## src/hw/rtl/fcc_pkg.sv

```systemverilog
// ----------------------------------------------------------------------------
// fcc_pkg
// Shared types and constants of the clipped FIR filter core.
// ----------------------------------------------------------------------------
package fcc_pkg;

    localparam int CFG_IDX_W  = 2;
    localparam int CFG_DATA_W = 16;
    localparam int TAPCNT_W   = 7;
    localparam int CLIP_W     = 15;
    localparam int COEF_W     = 32;
    localparam int COEF_IDX_W = 6;
    localparam int ACC_W      = 64;

    localparam logic [CFG_IDX_W-1:0] CFG_TAP_COUNT = 2'd0;
    localparam logic [CFG_IDX_W-1:0] CFG_CLIP_MAX  = 2'd1;

    localparam logic CMD_FILTER = 1'b0;
    localparam logic CMD_LOAD   = 1'b1;

    localparam logic [CLIP_W-1:0] CLIP_RESET = 15'd32767;

    // partial sums saturate at +/- 2^62
    localparam logic signed [ACC_W-1:0] ACC_LIMIT = 64'sh4000_0000_0000_0000;

    typedef enum logic [1:0] {
        ST_IDLE,
        ST_RUN,
        ST_FLUSH,
        ST_DONE
    } t_state;

    typedef struct packed {
        logic shift;   // take the neighbour's sample: new item enters history
        logic rotate;  // whole ring moves one place towards cell 0
    } t_cell_ctl;

    typedef struct packed {
        logic clear;   // zero the accumulator
        logic tap_en;  // product of this cycle belongs to an active tap
    } t_mac_ctl;

endpackage

```

## src/hw/rtl/fcc_mac.sv

```systemverilog
// ----------------------------------------------------------------------------
// fcc_mac
// Multiply-accumulate at the head of the ring, with clamp and scaling.
// ----------------------------------------------------------------------------
module fcc_mac #(
    parameter int FRAC_BITS   = 16,
    parameter int SAMPLE_BITS = 16
) (
    input  logic                                 i_clk,
    input  logic                                 i_rst_n,
    input  fcc_pkg::t_mac_ctl                    i_ctl,
    input  logic signed [SAMPLE_BITS-1:0]        i_hist,
    input  logic signed [fcc_pkg::COEF_W-1:0]    i_coef,
    input  logic [fcc_pkg::CLIP_W-1:0]           i_clip_max,
    output logic signed [SAMPLE_BITS-1:0]        o_result
);

    localparam int PROD_W = fcc_pkg::COEF_W + SAMPLE_BITS;
    localparam int ACC_W  = fcc_pkg::ACC_W;

    logic signed [PROD_W-1:0] w_prod;
    logic signed [PROD_W-1:0] r_prod;
    logic                     r_prod_vld;
    logic signed [ACC_W-1:0]  r_acc;
    logic signed [ACC_W-1:0]  w_sum;
    logic signed [ACC_W-1:0]  w_sum_sat;
    logic signed [ACC_W-1:0]  w_lim;
    logic signed [ACC_W-1:0]  w_clamped;
    logic signed [ACC_W-1:0]  w_scaled;

    assign w_prod = i_hist * i_coef;

    always_ff @(posedge i_clk) begin
        if (!i_rst_n) begin
            r_prod_vld <= 1'b0;
        end else begin
            r_prod_vld <= i_ctl.tap_en;
        end
    end

    always_ff @(posedge i_clk) begin
        r_prod <= w_prod;
    end

    always_comb begin
        w_sum = r_acc + ACC_W'(r_prod);
        if (w_sum > fcc_pkg::ACC_LIMIT) begin
            w_sum_sat = fcc_pkg::ACC_LIMIT;
        end else if (w_sum < -fcc_pkg::ACC_LIMIT) begin
            w_sum_sat = -fcc_pkg::ACC_LIMIT;
        end else begin
            w_sum_sat = w_sum;
        end
    end

    always_ff @(posedge i_clk) begin
        if (i_ctl.clear) begin
            r_acc <= '0;
        end else if (r_prod_vld) begin
            r_acc <= w_sum_sat;
        end
    end

    // symmetric clamp to clip_max in Q(FRAC_BITS), then floor shift
    always_comb begin
        w_lim = $signed(ACC_W'(i_clip_max) << FRAC_BITS);
        if (r_acc > w_lim) begin
            w_clamped = w_lim;
        end else if (r_acc < -w_lim) begin
            w_clamped = -w_lim;
        end else begin
            w_clamped = r_acc;
        end
        w_scaled = w_clamped >>> FRAC_BITS;
    end

    assign o_result = w_scaled[SAMPLE_BITS-1:0];

endmodule

```

## config.mk

```make
export PLATFORM = sky130hd
export DESIGN_NAME = fcc_mac
export DESIGN_NICKNAME = d
export VERILOG_FILES = /design/src/hw/rtl/fcc_pkg.sv /design/src/hw/rtl/fcc_mac.sv
export SDC_FILE = /design/constraint.sdc
export NUM_CORES = 2
export LEC_CHECK = 0
export BUFFER_PORTS_ARGS = -buffer_cell sky130_fd_sc_hd__clkbuf_2
export CAP_MARGIN = 20
export CELL_PAD_IN_SITES_DETAIL_PLACEMENT = 0
export CELL_PAD_IN_SITES_GLOBAL_PLACEMENT = 1
export CORE_MARGIN = 1.5
export CORE_UTILIZATION = 45
export CTS_CLUSTER_SIZE = 20
export DETAILED_ROUTE_END_ITERATION = 10
export PLACE_DENSITY = 0.87
export SYNTH_ARGS = -nofsm -noshare
export SYNTH_HDL_FRONTEND = slang
export SYNTH_SLANG_ARGS = --single-unit
```

## constraint.sdc

```tcl
create_clock -name i_clk -period 11.85 [get_ports i_clk]
set_clock_uncertainty 0.2 [all_clocks]
set_input_delay 1.7775 -clock i_clk [delete_from_list [all_inputs] [get_ports i_clk]]
set_output_delay 1.7775 -clock i_clk [all_outputs]
set_load 0.01 [all_outputs]
```

Word-level counts from Yosys, hierarchy flattened
Cells that the tools add are included.

Bits in registers: 113. Bits of input ports: 67. Output and inout bits: 16. Logic and storage cells: 14.

$add $sub $neg: 2. $mul: 1. Order comparisons: 4. Muxes and demuxes: 4.

Operators by type and width (count): 2-to-1 mux 64 bit (2); adder 64 x 48 -> 64 bit (1); greater-than comparator 64 x 32 -> 1 bit (1); greater-than comparator 64 bit (second input constant) (1); < comparator 64 x 63 -> 1 bit (second input constant) (1); < comparator 64 bit (1); 2-to-1 mux 32 bit (2); negation 31 -> 64 bit (1); multiplier 16 x 32 -> 48 bit (1).

Depth between registers and ports, before layout
Word-level depth: 4. Mapped depth: 27. Depth with buffers taken out: 26.

Worst setup path before layout
OpenSTA, ideal clock, no wires.

Path type: input to register. Start point: input port i_hist[9]. End point: register r_prod[45]. Setup time: 0.064 ns. Data arrival time: 8.603 ns. Data required time: 11.586 ns. Path slack: 2.983 ns. Cell stages on the path: 27. Path buffers: 2. Path through: clkbuf_1 nand2_1 fa_1 inv_1 fa_1 inv_1 fa_1 inv_1 fa_1 fa_1 inv_1 fa_1 inv_1 ha_1 clkbuf_1 a21o_1 a21o_1 a2111oi_0 o22ai_1 o211ai_1 and3_1 o31a_1 a211oi_1 o32a_1 a221o_1 or4_1 nand4_1.

Longest elaborated chain between the ends: 1.

RTL lines: from (decl) (RTL line fcc_mac.sv:12) `input logic signed [SAMPLE_BITS-1:0] i_hist,`; multiplier 16 x 32 -> 48 bit (RTL line fcc_mac.sv:31) `assign w_prod = i_hist * i_coef;`; net w_prod[45] (RTL line fcc_mac.sv:21) `logic signed [PROD_W-1:0] w_prod;`; to (signal assigned) (RTL line fcc_mac.sv:42) `r_prod <= w_prod;`; to (decl) (RTL line fcc_mac.sv:22) `logic signed [PROD_W-1:0] r_prod;`.

The timed path passes the listed nets, and every way through them passes these cells. A chain may end at the register's enable or synchronous reset.

Final worst setup path
Same ends and word-level chain as after synthesis.

==> results.yml <==
floorplan:
  die_y_um: 252
  die_w_um: 252
  rows: 91
  die_area_um2: 63400
  initial_core_util_pct: 45.3
  core_um2: 61500
  ios: 83
layout:
  area_delta_synth_final_pct: 5.45
  final_cell_mix: "inv_1, fa_1, nand2_1, ha_1, and2_1"
  multi_input_area_um2: 22700
  antenna_cells: 0
  final_cell_area_um2: 29400
  layout_commonest_cell: "inv_1"
  final_nets: 4031
  seqCellArea_um2: 2260
  drive_above_1_share_pct: 4.93
  fillers: 5958
synthesis:
  syn_nets: 4076
  ys_types: 79
  yosysWarnings: 0
  synth_cells: 3280
  ys_seq_area_share_pct: 8.12
  synth_top_flop_cell: "dfxtp_1"
  syn_area_um2: 27900
  synth_edf_count: 0
  ys_ff_latch: 113
  async_reset_ff_share_pct: 0
  syn_area_per_cell_um2: 8.49
setup_path:
  reg2reg_slack_ps: 6560
  crit_type: "in2reg"
  critical_path.endpoint_type: "flop"
  r2r_cells: 15
  required_ps: 12020
  reg2reg_from: "r_acc[0]"
  critPathLaunchType: "input port"
  cp_max_fo: 32
  r2r_end: "r_acc[7]"
  arrival_ps: 9460
routing:
  routed_wl_um: 69300
  viasPerCell: 5.39
  drc_errors: 0
  num_vias: 21700
  ant_nets: 0
  wl_per_cell_um: 17.2
  drt_iter0_drc: 1674
  firstDrtPassIters: 7
sta:
  timing.setup.tns_ps: 0
  post-route-period-util_pct: 78.3
  drv_slew: 0
  worstMarginPinSlew_ps: 975
  setup_ws_ps: 2570
  fin_crit_ps: 9280
  relSlewSlack_pct: 33.3
  fmax_mhz: 108
  grt_setup_unrepaired: "false"
  hold_viol: 0
  setup-violations-final: 0
flow_run:
  cap_violations: 0
placement:
  dp_slack_ps: 2160
  place_area_um2: 28700
  gp_congestion: 0.912
  portBuffers: 82
  hpwl_um: 57500
clocking:
  ctsHtreeMaxLevel: 4
  cts_root_buf: "clkbuf_16"
  post_cts_buffers: 0
  cts_made_buffers: 17
  clock_path_buffers: 2
  clk_pin_slew_ps: 50
  cts.sinks: 113
  cts_tree: "done"
  insertion_delay_ps: 440
  cts_resized: 0
  postCtsHoldBufs: 0
min_path:
  hp-class: "reg2reg"
  min_from: "r_acc[14]"
  whs_endpoint: "r_acc[14]"
  hold_depth: 2
global_routing:
  grt_pass1_vias: 22300
  antenna_found_initial: 0
  track_usage_pct: 22.8
  grt_overflow: 0
  grt_pass1_wl_um: 117000
  grt_max_degree: 65
run_status:
  status: "finished clean"
registers in the layout, summed over array words and instances (netlist names):
register,cells
r_acc,64
r_prod,48
r_prod_vld,1
logic make-up after synthesis:
group,count (synthesis),share of synthesized area [%]
flip-flops,113,8.12
buffers and inverters,773,10.5
AO/OA/AOI/OAI,491,12.1
XOR/XNOR,113,3.55
adder cells (fa/ha/maj),729,45.9
multiplexers,54,1.95
AND/OR/NAND/NOR,1007,17.9
through the flow:
| stage | util (%) | hold slack, ps | std cells |
|---|---|---|---|
| 6_report | 47.8 | 310 | 4036 |
| 5_1_grt | 47.8 | 330 | 4036 |
| 4_1_cts | 47.7 | 314 | 4035 |
| 3_5_place_dp | 46.7 | 307 | 4005 |
| 3_3_place_gp | 46.7 | 296 | 4005 |
| 2_1_floorplan | - | 270 | 3280 |
synthesized netlist by cell type (all sizes together) (10+ instances only):
library cell	number	area share, %
inv	620	8.4
fa	487	35
nand2	371	5.0
ha	242	11
and2	213	4.8
clkbuf	142	1.9
nor2	129	1.7
a21oi	122	2.3
dfxtp	113	8.1
a21o	91	2.5
xnor2	80	2.5
nor3	77	1.4
o21ai	76	1.4
nand4	52	1.2
mux2i	51	1.8
nand3	37	0.66
nor4	33	0.74
xor2	33	1.0
o21bai	32	0.88
o21a	26	0.70
nand2b	21	0.47
a211oi	20	0.54
a31oi	18	0.43
nor2b	18	0.40
a2111oi	13	0.52
o211ai	12	0.34
and3	11	0.25
buf	11	0.23
o2bb2ai	11	0.35
or3	10	0.22
layout make-up:
cell class	instances	area share, %
clock inverters	9	0.532
inverters	620	7.92
flip-flops and latches	113	7.71
multi-input cells	2394	77.3
clock buffers	21	1.60
repair buffers	89	1.60
well taps	790	3.37
metal layers:
layer | wire (um) | global-route usage (%) | vias up | part of all wire, %
li1 | - | - | 10400 | -
met1 | 34400 | 35.2 | 10500 | 50
met2 | 28500 | 33.6 | 746 | 41
met3 | 5590 | 3.72 | 57 | 8.1
met4 | 860 | 4.28 | 0 | 1.2
met5 | 0 | 0 | - | 0
worst max path at each step:
stage                   endpoint  depth (start not counted)     startpoint
floorplan             r_prod[45]                         27      i_hist[9]
global placement      r_prod[45]                         26      i_hist[9]
detailed placement    r_prod[45]                         26      i_hist[9]
CTS                 o_result[15]                         23  i_clip_max[0]
global route        o_result[15]                         23  i_clip_max[0]
finish                r_prod[45]                         26      i_hist[9]
worst max-delay path, cell delays in order:
cell and delay, ps:
clkbuf_2 500, nand2_1 160, fa_1 560, inv_1 60, fa_1 520, inv_1 50
fa_1 490, inv_1 60, fa_1 500, fa_1 550, inv_1 60, fa_1 530
inv_1 40, ha_1 380, a21o_1 190, a21o_1 190, a2111oi_0 430, o22ai_1 220
o211ai_1 260, and3_1 220, o31a_1 210, a211oi_1 120, o32a_1 420, a221o_1 400
or4_1 410, nand4_1 100
Power is left out: the tool's default activity adds up to more than one toggle a clock period on the data nets, which glitch-free logic cannot reach.
